## src/design/ifa_pkg.sv

```systemverilog
// Package for the integer to ASCII formatter.
// Types, character codes and digit helpers shared by the formatter modules.
// No dependencies.
package ifa_pkg;

    localparam int VALUE_W   = 32;
    localparam int BCD_DIGITS = 10;
    localparam int BCD_W     = 4 * BCD_DIGITS;
    localparam int CHAR_W    = 8;
    localparam int POS_W     = 6;

    localparam logic [CHAR_W-1:0] CH_NUL        = 8'h00;
    localparam logic [CHAR_W-1:0] CH_ZERO       = 8'h30;
    localparam logic [CHAR_W-1:0] CH_ONE        = 8'h31;
    localparam logic [CHAR_W-1:0] CH_MINUS      = 8'h2D;
    localparam logic [CHAR_W-1:0] CH_LOWER_B    = 8'h62;
    localparam logic [CHAR_W-1:0] CH_LOWER_X    = 8'h78;
    localparam logic [CHAR_W-1:0] CH_LOWER_D    = 8'h64;
    localparam logic [CHAR_W-1:0] CH_ALPHA_BASE = 8'h37;   // 'A' - 10

    localparam logic [POS_W-1:0] POS_LAST_BIN = 6'd31;
    localparam logic [POS_W-1:0] POS_LAST_HEX = 6'd7;
    localparam logic [POS_W-1:0] POS_LAST_DEC = 6'd9;
    localparam logic [POS_W-1:0] POS_HEX_LAST_BYTE = 6'd6;
    localparam logic [POS_W-1:0] BCD_LAST_SHIFT = 6'd31;

    typedef enum logic [1:0] {
        KIND_BIN = 2'd0,
        KIND_HEX = 2'd1,
        KIND_DEC = 2'd2,
        KIND_RAW = 2'd3
    } t_kind;

    typedef enum logic [2:0] {
        S_IDLE,
        S_CONV,
        S_SIGN,
        S_PFX0,
        S_PFX1,
        S_DIGIT,
        S_RAW,
        S_NUL
    } t_state;

    function automatic logic [CHAR_W-1:0] nibble_char(input logic [3:0] n);
        logic [CHAR_W-1:0] ext;
        ext = {4'h0, n};
        return (n <= 4'd9) ? (ext + CH_ZERO) : (ext + CH_ALPHA_BASE);
    endfunction

endpackage

```

## src/design/ifa_bcd.sv

```systemverilog
// Bit-serial binary to BCD converter (shift and add-3), one bit per cycle.
// Depends on ifa_pkg.
module ifa_bcd (
    input  logic                        i_clk,
    input  logic                        i_rst_n,
    input  logic                        i_start,
    input  logic [ifa_pkg::VALUE_W-1:0] i_bin,
    output logic                        o_done,
    output logic [ifa_pkg::BCD_W-1:0]   o_bcd
);
    import ifa_pkg::*;

    logic [VALUE_W-1:0] r_bin;
    logic [BCD_W-1:0]   r_bcd;
    logic [BCD_W-1:0]   w_adj;
    logic [POS_W-1:0]   r_cnt;
    logic               r_busy;
    logic               r_done;

    always_comb begin
        for (int k = 0; k < BCD_DIGITS; k++) begin
            w_adj[4*k +: 4] = (r_bcd[4*k +: 4] >= 4'd5) ? (r_bcd[4*k +: 4] + 4'd3)
                                                        : r_bcd[4*k +: 4];
        end
    end

    always_ff @(posedge i_clk) begin
        if (!i_rst_n) begin
            r_busy <= 1'b0;
            r_done <= 1'b0;
            r_cnt  <= '0;
        end else begin
            r_done <= 1'b0;
            if (i_start) begin
                r_busy <= 1'b1;
                r_cnt  <= '0;
            end else if (r_busy) begin
                r_cnt <= r_cnt + 1'b1;
                if (r_cnt == BCD_LAST_SHIFT) begin
                    r_busy <= 1'b0;
                    r_done <= 1'b1;
                end
            end
        end
    end

    always_ff @(posedge i_clk) begin
        if (i_start) begin
            r_bin <= i_bin;
            r_bcd <= '0;
        end else if (r_busy) begin
            r_bin <= {r_bin[VALUE_W-2:0], 1'b0};
            r_bcd <= {w_adj[BCD_W-2:0], r_bin[VALUE_W-1]};
        end
    end

    assign o_done = r_done;
    assign o_bcd  = r_bcd;

`ifndef SYNTHESIS
    a_done_after_busy: assert property (@(posedge i_clk) disable iff (!i_rst_n)
        r_done |-> $past(r_busy))
        else $error("bcd done without conversion");
    a_start_busy: assert property (@(posedge i_clk) disable iff (!i_rst_n)
        i_start |=> r_busy)
        else $error("bcd start did not begin conversion");
`endif

endmodule

```

## src/design/integer_to_ascii_formatter.sv

```systemverilog
// Top level of the integer to ASCII formatter.
// Depends on ifa_pkg and ifa_bcd.
//
// Usage:
//   Input channel (i_valid/o_ready) takes one transaction: a signed 32-bit
//   value, a format (binary, hex, decimal, raw byte) and a prefix flag.
//   Output channel (o_valid/i_ready) returns ASCII characters, one per
//   transaction: optional '-', optional 0b/0x/0d, digits or the raw byte,
//   then a NUL carrying o_last.
//   Digits leave a shift register MSB first, one bit (binary) or one
//   nibble (hex, decimal) per cycle while the output is not stalled;
//   suppressed leading positions are still stepped through. Steps per
//   input: accept, sign, two prefix characters if asked for (not raw),
//   digit positions (32 binary, 8 hex, 10 decimal, 1 raw), then NUL;
//   decimal adds a serial BCD conversion before the sign. A '-' leaves
//   first, then a prefix; otherwise the first digit waits out the
//   suppressed ones. o_ready is high only between runs; one output
//   register decouples the receiver, and a stall on i_ready holds the
//   run at its next character to send until it clears.
//   Synchronous reset drops any run in progress and the pending output.
module integer_to_ascii_formatter (
    input  logic                                i_clk,
    input  logic                                i_rst_n,
    input  logic                                i_valid,
    output logic                                o_ready,
    input  logic signed [ifa_pkg::VALUE_W-1:0]  i_value,
    input  logic [1:0]                          i_kind,
    input  logic                                i_with_prefix,
    output logic                                o_valid,
    input  logic                                i_ready,
    output logic [ifa_pkg::CHAR_W-1:0]          o_character,
    output logic                                o_last
);
    import ifa_pkg::*;

    t_state              r_state, n_state;
    t_kind               r_kind;
    logic                r_neg;
    logic                r_prefix;
    logic                r_seen;
    logic [POS_W-1:0]    r_pos;
    logic [BCD_W-1:0]    r_sh;

    logic                r_out_valid;
    logic [CHAR_W-1:0]   r_out_char;
    logic                r_out_last;

    logic [VALUE_W-1:0]  w_raw;
    logic [VALUE_W-1:0]  w_mag;
    logic                w_accept;
    logic                w_out_free;
    logic                w_emit;
    logic                w_fire;
    logic [CHAR_W-1:0]   w_char;
    logic                w_last;
    logic                w_adv;
    logic                w_dig_emit;
    logic [CHAR_W-1:0]   w_dig_char;
    logic [POS_W-1:0]    w_pos_last;
    logic [CHAR_W-1:0]   w_pfx_char;
    t_state              w_after_sign;

    logic                w_bcd_start;
    logic                w_bcd_done;
    logic [BCD_W-1:0]    w_bcd;

    assign w_raw    = $unsigned(i_value);
    assign w_mag    = w_raw[VALUE_W-1] ? (~w_raw + 1'b1) : w_raw;
    assign o_ready  = (r_state == S_IDLE);
    assign w_accept = i_valid && o_ready;
    assign w_bcd_start = w_accept && (t_kind'(i_kind) == KIND_DEC);
    assign w_out_free  = !r_out_valid || i_ready;

    ifa_bcd u_bcd (
        .i_clk   (i_clk),
        .i_rst_n (i_rst_n),
        .i_start (w_bcd_start),
        .i_bin   (w_mag),
        .o_done  (w_bcd_done),
        .o_bcd   (w_bcd)
    );

    // digit position decode
    always_comb begin
        w_pos_last = POS_LAST_DEC;
        w_dig_emit = 1'b0;
        w_dig_char = CH_ZERO;
        w_pfx_char = CH_LOWER_D;
        case (r_kind)
            KIND_BIN: begin
                w_pos_last = POS_LAST_BIN;
                w_dig_emit = r_seen || r_sh[BCD_W-1] || (r_pos == POS_LAST_BIN);
                w_dig_char = r_sh[BCD_W-1] ? CH_ONE : CH_ZERO;
                w_pfx_char = CH_LOWER_B;
            end
            KIND_HEX: begin
                w_pos_last = POS_LAST_HEX;
                w_dig_emit = r_seen || (!r_pos[0] && (|r_sh[BCD_W-1 -: 8]))
                             || (r_pos >= POS_HEX_LAST_BYTE);
                w_dig_char = nibble_char(r_sh[BCD_W-1 -: 4]);
                w_pfx_char = CH_LOWER_X;
            end
            default: begin
                w_dig_emit = r_seen || (|r_sh[BCD_W-1 -: 4]) || (r_pos == POS_LAST_DEC);
                w_dig_char = nibble_char(r_sh[BCD_W-1 -: 4]);
            end
        endcase
    end

    always_comb begin
        if (r_kind == KIND_RAW) begin
            w_after_sign = S_RAW;
        end else if (r_prefix) begin
            w_after_sign = S_PFX0;
        end else begin
            w_after_sign = S_DIGIT;
        end
    end

    always_ff @(posedge i_clk) begin
        if (!i_rst_n) begin
            r_state <= S_IDLE;
        end else begin
            r_state <= n_state;
        end
    end

    always_comb begin
        n_state = r_state;
        w_emit  = 1'b0;
        w_char  = CH_NUL;
        w_last  = 1'b0;
        w_adv   = 1'b0;
        unique case (r_state)
            S_IDLE: begin
                if (i_valid) begin
                    n_state = (t_kind'(i_kind) == KIND_DEC) ? S_CONV : S_SIGN;
                end
            end
            S_CONV: begin
                if (w_bcd_done) begin
                    n_state = S_SIGN;
                end
            end
            S_SIGN: begin
                w_emit = r_neg;
                w_char = CH_MINUS;
                if (!r_neg || w_out_free) begin
                    n_state = w_after_sign;
                end
            end
            S_PFX0: begin
                w_emit = 1'b1;
                w_char = CH_ZERO;
                if (w_out_free) begin
                    n_state = S_PFX1;
                end
            end
            S_PFX1: begin
                w_emit = 1'b1;
                w_char = w_pfx_char;
                if (w_out_free) begin
                    n_state = S_DIGIT;
                end
            end
            S_DIGIT: begin
                w_emit = w_dig_emit;
                w_char = w_dig_char;
                if (!w_dig_emit || w_out_free) begin
                    w_adv = 1'b1;
                    if (r_pos == w_pos_last) begin
                        n_state = S_NUL;
                    end
                end
            end
            S_RAW: begin
                w_emit = (r_sh[BCD_W-1:16] == '0);
                w_char = r_sh[15:8];
                if (!w_emit || w_out_free) begin
                    n_state = S_NUL;
                end
            end
            S_NUL: begin
                w_emit = 1'b1;
                w_char = CH_NUL;
                w_last = 1'b1;
                if (w_out_free) begin
                    n_state = S_IDLE;
                end
            end
            default: begin
                n_state = S_IDLE;
            end
        endcase
    end

    assign w_fire = w_emit && w_out_free;

    always_ff @(posedge i_clk) begin
        if (w_accept) begin
            r_neg    <= w_raw[VALUE_W-1];
            r_kind   <= t_kind'(i_kind);
            r_prefix <= i_with_prefix;
            r_sh     <= {w_mag, 8'h00};
            r_pos    <= '0;
            r_seen   <= 1'b0;
        end else if ((r_state == S_CONV) && w_bcd_done) begin
            r_sh <= w_bcd;
        end else if (w_adv) begin
            r_pos  <= r_pos + 1'b1;
            r_seen <= r_seen || w_dig_emit;
            if (r_kind == KIND_BIN) begin
                r_sh <= {r_sh[BCD_W-2:0], 1'b0};
            end else begin
                r_sh <= {r_sh[BCD_W-5:0], 4'h0};
            end
        end
    end

    always_ff @(posedge i_clk) begin
        if (!i_rst_n) begin
            r_out_valid <= 1'b0;
        end else if (w_fire) begin
            r_out_valid <= 1'b1;
        end else if (i_ready) begin
            r_out_valid <= 1'b0;
        end
    end

    always_ff @(posedge i_clk) begin
        if (w_fire) begin
            r_out_char <= w_char;
            r_out_last <= w_last;
        end
    end

    assign o_valid     = r_out_valid;
    assign o_character = r_out_char;
    assign o_last      = r_out_last;

`ifndef SYNTHESIS
    a_last_is_nul: assert property (@(posedge i_clk) disable iff (!i_rst_n)
        r_out_valid && r_out_last |-> (r_out_char == CH_NUL))
        else $error("last mark on a non-NUL character");
    a_idle_pending_last: assert property (@(posedge i_clk) disable iff (!i_rst_n)
        (r_state == S_IDLE) && r_out_valid |-> r_out_last)
        else $error("idle with a run character still pending");
    a_pos_in_range: assert property (@(posedge i_clk) disable iff (!i_rst_n)
        (r_state == S_DIGIT) |-> (r_pos <= w_pos_last))
        else $error("digit position out of range");
`endif

endmodule
```

## config.mk

```make
export PLATFORM = sky130hd
export DESIGN_NAME = integer_to_ascii_formatter
export DESIGN_NICKNAME = d
export VERILOG_FILES = /design/src/design/ifa_pkg.sv /design/src/design/ifa_bcd.sv /design/src/design/integer_to_ascii_formatter.sv
export SDC_FILE = /design/constraint.sdc
export NUM_CORES = 1
export LEC_CHECK = 0
export BUFFER_PORTS_ARGS = -buffer_cell sky130_fd_sc_hd__buf_2
export CORE_ASPECT_RATIO = 0.75
export CORE_UTILIZATION = 42
export DETAILED_ROUTE_END_ITERATION = 10
export GPL_TIMING_DRIVEN = 0
export PLACE_DENSITY = 0.71
export SLEW_MARGIN = 30
export SYNTH_ARGS = -nofsm -noshare
export SYNTH_HDL_FRONTEND = slang
export SYNTH_SLANG_ARGS = --single-unit
```

## constraint.sdc

```tcl
create_clock -name i_clk -period 3.1 [get_ports i_clk]
set_clock_uncertainty 0.2 [all_clocks]
set_input_delay 0.465 -clock i_clk [delete_from_list [all_inputs] [get_ports i_clk]]
set_output_delay 0.465 -clock i_clk [all_outputs]
set_load 0.05 [all_outputs]
```

# --- Word level (Yosys, flattened, before mapping) ---
# Index checks and enable logic that the tools add are counted.
op_classes:
  n_div: 0
  bitwise_logic: 4
  n_mux: 47
  add_sub_neg: 15
  shift: 0
  n_eq_ne: 23
  n_reduce_logical: 35
  n_lt_le_gt_ge: 12
  n_mul: 0
op_table:
  columns: ["cell", "count"]
  rows:
  - ["$mux 40", 4]
  - ["$mux 32", 3]
  - ["$ge 4x3->1 const B", 10]
  - ["$pmux 8 s5", 1]
  - ["$add 4x2->4 const B", 9]
  - ["$mux 3", 12]
  - ["$mux 4", 9]
  - ["$add 32x1->32 const B", 1]
  - ["$not 32->32", 1]
  - ["$logic_not 24->1", 1]
  - ["$pmux 3 s8", 1]
  - ["$pmux 5 s2", 2]
  - ["$ne 2x2->1 const B", 8]
  - ["$add 4x6->7 const B", 2]
  - ["$mux 7", 2]
  - ["$add 6x1->6 const B", 2]
  - ["$eq 3x3->1 const B", 4]
  - ["$eq 6x5->1 const B", 2]
  - ["$logic_or 1x1->1", 11]
  - ["$mux 1", 10]
  - ["$reduce_and 9->1", 1]
  - ["$reduce_or 8->1", 1]
  - ["$eq 3x2->1 const B", 2]
  - ["$eq 6x4->1 const B", 1]
  - ["22 further kinds", 36]
totals:
  output_inout_bits: 11
  romBits: 0
  in_bits: 39
  elab_cells: 152
  latch_bits: 0
  ram_bits: 0
  reg_bits: 144
  n_memories: 0

# --- Depth between registers and ports, before layout ---
depth:
  word_depth: 12
  mapped_depth: 9
  depth_no_buf: 8

# --- Cells and area by module ---
# Synthesis repeated with hierarchy kept, for this count alone.
unflattened:
  hier_cells: 959
  hier_area_um2: 8687.1
by_module_without_submodules:
  columns: ["module", "area_each_um2", "cells_per_inst", "n_inst", "seq_area_each_um2"]
  rows:
  - ["integer_to_ascii_formatter", 4584.4, 555, 1, 1731.7]
  - ["ifa_bcd", 4102.7, 404, 1, 1921.8]

# --- Worst setup path before layout ---
# OpenSTA, ideal clock, no wires.
synth_timing:
  path_kind: "reg-to-reg"
  from: "register r_state[0]"
  to: "register u_bcd.r_bin[0], enable pin"
  setup_ns: 0.394
  path_buffers: 1
  t_required_ns: 2.506
  stages_incl_launch_ff: 7
  path_slack_ns: -0.650
  t_arrival_ns: 3.156
  period_less_slack_ns: 3.750
  path_cell_list: "dfxtp_1 > nor3_1 > nand2_1 > clkinv_1 > nand2_1 > clkbuf_1 > nand2b_1"
synth_via:
  elab_chain_cells: 4
synth_rtl:
  columns: ["item", "line_no", "source"]
  rows:
  - ["start: declaration", "integer_to_ascii_formatter.sv:36", "t_state r_state, n_state;"]
  - ["start signal: assignment", "integer_to_ascii_formatter.sv:124", "r_state <= n_state;"]
  - ["$logic_not 3->1", "integer_to_ascii_formatter.sv:69", "assign o_ready = (r_state == S_IDLE);"]
  - ["named net o_ready", "integer_to_ascii_formatter.sv:25", "output logic o_ready,"]
  - ["$logic_and 1x1->1", "integer_to_ascii_formatter.sv:70", "assign w_accept = i_valid && o_ready;"]
  - ["named net w_accept", "integer_to_ascii_formatter.sv:50", "logic w_accept;"]
  - ["$logic_and 1x1->1", "integer_to_ascii_formatter.sv:71", "assign w_bcd_start = w_accept && (t_kind'(i_kind) == KIND_DEC);"]
  - ["$reduce_bool 2->1 (no source line)", null, null]
  - ["end signal: assignment", "ifa_bcd.sv:49", "r_bin <= i_bin;"]
  - ["end signal: assignment", "ifa_bcd.sv:52", "r_bin <= {r_bin[VALUE_W-2:0], 1'b0};"]
  - ["end: declaration", "ifa_bcd.sv:13", "logic [VALUE_W-1:0] r_bin;"]
# The timed path passes the listed nets, and every way through them passes these cells.
# A chain may end at the register's enable or synchronous reset.

# --- Worst setup path in the final report ---
layout_timing:
  from: "register r_kind[1]"
  to: "register r_out_char[6], in the netlist o_character[6], enable pin"
layout_via:
  elab_chain_cells: 4
  elab_cells_between_ends: 5
  cone_classes: "eq/ne: 1; mux: 2; reduce/logical: 2"
layout_rtl:
  columns: ["item", "line_no", "source"]
  rows:
  - ["start: declaration", "integer_to_ascii_formatter.sv:37", "t_kind r_kind;"]
  - ["start signal: assignment", "integer_to_ascii_formatter.sv:202", "r_kind <= t_kind'(i_kind);"]
  - ["$eq 2x1->1 / $logic_not 2->1 (equally long branches)", "integer_to_ascii_formatter.sv:89", "case (r_kind)"]
  - ["$pmux 1 s2 (*)", "integer_to_ascii_formatter.sv:89", null]
  - ["$pmux 1 s4 (*)", "integer_to_ascii_formatter.sv:134", "unique case (r_state)"]
  - ["$logic_and 1x1->1 (*)", "integer_to_ascii_formatter.sv:197", "assign w_fire = w_emit && w_out_free;"]
  - ["named net w_fire", "integer_to_ascii_formatter.sv:53", "logic w_fire;"]
  - ["end signal: assignment", "integer_to_ascii_formatter.sv:232", "r_out_char <= w_char;"]
  - ["end: declaration", "integer_to_ascii_formatter.sv:45", "logic [CHAR_W-1:0] r_out_char;"]
# The timed path passes the listed nets; every way through them passes the cells marked *.

==> metrics.log <==
[metrics] layout overhead on the synthesized area: 14.65%
[metrics] buffers from clock root to sink, at most: 2
[metrics] count of buffers inserted at the top-level ports: 48
[metrics] Final Cycle Share: 0.9607
[metrics] Max Transition Viols Final: 0
[metrics] RSZ-0062 raised after global routing: false
[metrics] Async SR Flop Fraction: 0
[metrics] die span in y: ~120 µm
[metrics] main flop type after synthesis: edfxtp_1
[metrics] CTS tree: yes
[metrics] path depth of the worst reg2reg path: 8
[metrics] Filler cells: roughly 1,800
[metrics] number of hold violations in the final report: 0
[metrics] FF-to-FF setup slack: about 0.12 ns
[metrics] die width: about 160 µm
[metrics] Core Box Area: roughly 19,000 µm²
[metrics] count of distinct cell types in the synthesized netlist: 56
[metrics] number of clock buffers inserted by TritonCTS: 17
[metrics] critical path data required time: around 3.1 ns
[metrics] minimum period implied by the final worst setup slack: 2.978 ns
[metrics] outcome: complete, no violations
[metrics] cell row count: 43
[metrics] number of global-route vias before repair: between 6,000 and 7,000
[metrics] number of antenna violations at the first check in global routing: 0
[metrics] CP Max Fanout: 10
[metrics] buffer type at the clock tree root: clkbuf_16
[metrics] Synthesized Nets: 999
[metrics] count of endpoints failing setup in the final report: 0
[metrics] LEAKAGE: ~0.0035 µW
[metrics] htree depth: 4
[metrics] Register Area: around 3700 µm²
[metrics] post-layout instance area: 9398 µm²
[metrics] fraction of layout cells with a size suffix above 1: 0.1037
[metrics] upper clock frequency limit: 0.3358 GHz
[metrics] detailed-route vias per instance: between 5 and 6
[metrics] crit path kind: flip-flop to flip-flop
[metrics] pin slew with the least headroom to its limit: 0.8104 ns
[metrics] FF+latch count, synth: between 100 and 150
[metrics] cell count of the worst hold path: 1
[metrics] placer congestion estimate: around 0.91
[metrics] Ant. Diodes: 0
[metrics] Worst setup SP type: flip-flop
[metrics] number of enable-type register cells in the synthesized netlist: a little under 80
[metrics] Crit. End Element: flip-flop
[metrics] Final Worst Setup Slack: approximately 0.12 ns
[metrics] effective utilization at floorplan: 0.4365
[metrics] worst slack at placement: -0.4362 ns
[metrics] Maximum Capacitance Violations: 0
[metrics] GR Overflow Total: 0
[metrics] Netlist Area Pre-Place: between 8000 and 9000 µm²
[metrics] Slew HR: 0.4597
[metrics] total iterations of the first detailed-routing run: 6
[metrics] maximum number of pins on one net before global-route repair: 33
[metrics] post-detail-place hpwl: 17,070 µm
[metrics] latest clock arrival within the worst-skew pair: between 0.4 and 0.5 ns
[metrics] Post-CTS Repair Setup Buffers: 0
[metrics] overall die area: around 20,000 µm²
[metrics] worst IR drop on VDD: between 500 and 600 µV
[metrics] CP arrival: slightly below 3 ns
[metrics] syn_area_per_cell: between 8 and 9 µm²
[metrics] overall via count from detail_route: roughly 7,400
[metrics] area taken by multi-input logic gates: around 4300 µm²
[metrics] instance count of the mapped netlist: approximately 930
[metrics] global router's overall resource usage: 0.2362
[metrics] placement-stage cell area: ~9000 µm²
[metrics] number of warnings printed during yosys synthesis: 0
[metrics] total power per unit cell area: ~940 nW/µm²
[metrics] clock slew at the register clock pins of the worst setup and hold paths: ~0.07 ns
[metrics] number of nets at the end of the flow: 1,067
[metrics] average wire per standard cell: 18.25 µm
[metrics] sequential fraction of the synthesis area: 0.4457
[metrics] Post-route DRC: 0
[metrics] first-pass GRT wire length: between 30,000 and 40,000 µm
[metrics] number of nets with antenna violations after detailed routing: 0
[metrics] type of the tightest min-delay check: input port to flip-flop
[metrics] number of sinks driven by the clock tree: 144
[metrics] count of boundary I/O pins: 50
[metrics] total length of routed wires: between 20,000 and 25,000 µm
[metrics] setup TNS: 0 ns
[metrics] initial detailed-routing violation count: between 800 and 900
## layout by cell type, fill, tap and decap left out, types with 3 or more instances in the layout
master / instances
nand3_1: 48
nor2_1: 65
xor2_1: 31
o31ai_1: 18
inv_8: 4
ha_1: 28
clkbuf_16: 17
nand2_1: 153
edfxtp_1: 77
nor3b_1: 9
or4_1: 3
and3_1: 5
o41ai_1: 4
clkbuf_2: 5
buf_2: 49
or3_1: 7
a21oi_1: 47
nand4_1: 6
clkbuf_1: 40
o21ai_0: 95
a211oi_1: 12
dfxtp_1: 67
buf_1: 7
o211ai_1: 39
nand2b_1: 14
nor4_1: 6
xnor2_1: 14
inv_6: 9
nor3_1: 6
o21ai_1: 14
a221o_1: 7
mux2i_1: 27
nor2b_1: 7
inv_1: 29
## registers in the layout, indices dropped and copies added (netlist names), 2 cells and up
| name | flops |
|---|---|
| o_character | 8 |
| r_kind | 2 |
| r_pos | 6 |
| r_sh | 40 |
| r_state | 3 |
| u_bcd.o_bcd | 40 |
| u_bcd.r_bin | 32 |
| u_bcd.r_cnt | 6 |
## cells in the mapped netlist, types with 2 or more instances
cell	count	area, µm²
a211o_1	2	17.52
a211oi_1	13	97.59
a21oi_1	48	240.2
a221o_1	7	70.07
a31oi_1	2	12.51
and2_1	2	12.51
and3_1	5	31.28
buf_1	7	26.28
clkbuf_1	45	168.9
dfxtp_1	67	1341
edfxtp_1	77	2312
ha_1	28	350.3
inv_1	30	112.6
mux2i_1	27	270.3
nand2_1	153	574.3
nand2b_1	15	93.84
nand3_1	48	240.2
nand3b_1	2	15.01
nand4_1	6	37.54
nor2_1	65	244.0
nor2b_1	7	43.79
nor3_1	8	40.04
nor3b_1	9	67.56
nor4_1	6	37.54
o211ai_1	39	292.8
o21a_1	2	15.01
o21ai_0	95	475.5
o21ai_1	14	70.07
o22ai_1	2	12.51
o31ai_1	18	135.1
o31ai_4	2	42.54
o41ai_1	4	35.03
or2_1	2	12.51
or3_1	7	43.79
or4_1	3	22.52
or4b_1	2	20.02
xnor2_1	14	122.6
xor2_1	31	271.5
## final cells by class
type | instances | share of cell area
Multi-Input combinational cell | 704 | 0.4540
Buffer | 53 | 0.02197
Clock inverter | 15 | 0.01717
Clock buffer | 17 | 0.04527
Inverter | 31 | 0.01331
Timing Repair Buffer | 49 | 0.02663
Sequential cell | 144 | 0.3888
Tap cell | 247 | 0.03289
## power by group
group | total (µW) | switching [µW] | internal (µW)
clock | 2100 | 953 | 1150
combinational | 3200 | 2050 | 1150
sequential | 3550 | 730 | 2820
total | 8850 | 3730 | 5110
## critical path: stages (launching register included)
cell	delay (ns)
edfxtp_1	0.35
clkbuf_1	0.23
or2_1	0.28
clkbuf_2	0.23
a211oi_2	0.28
o2111ai_2	0.24
nor2b_1	0.22
or3_1	0.40
and2_2	0.29
## layer usage
metal / GRT usage / part of all wire / wire, µm
met1: 0.3620 / 0.48 / 11000
met2: 0.3257 / 0.40 / 9273
met3: 0.04529 / 0.10 / 2327
met4: 0.08002 / 0.017 / 385
met5: 0 / 0 / 0
## path summary, 6_finish.rpt
kind | startpoint | endpoint
worst max-delay path | r_kind[1] | o_character[6]
worst min-delay path | i_kind[1] | r_kind[1]
worst max register to register | r_kind[1] | o_character[6]
worst min register to register | r_sh[0] | r_sh[0]
## cell families (layout without fill, tap and decap cells)
| group | Yosys count | in the layout | synth area share |
|---|---|---|---|
| flip-flops | 144 | 144 | 0.4457 |
| XOR/XNOR | 45 | 45 | 0.04808 |
| buffers and inverters | 84 | 165 | 0.03862 |
| multiplexers | 27 | 27 | 0.03297 |
| AND/OR/NAND/NOR | 348 | 348 | 0.1974 |
| adder cells (fa/ha/maj) | 28 | 28 | 0.04274 |
| AO/OA/AOI/OAI | 256 | 256 | 0.1945 |
## timing repair
action,4_1_cts,5_1_grt
hold endpoints to repair,1,0
endpoints found under the setup margin,78,82
hold buffers,1,0
gates resized for setup,7,11
## stage by stage
stage                     hold WS (ns)  instances  utilization  power, µW
after floorplan                 0.2448        932            -       5641
after global placement          0.2821       1227       0.4662       6537
after detailed placement        0.2831       1227       0.4662       6637
after CTS                      0.02787       1260       0.4993       8735
after global routing           0.02555       1260       0.5005       9362
final                          0.03117       1260       0.5005       8846
No activity file was read; power rests on OpenSTA's default activity.
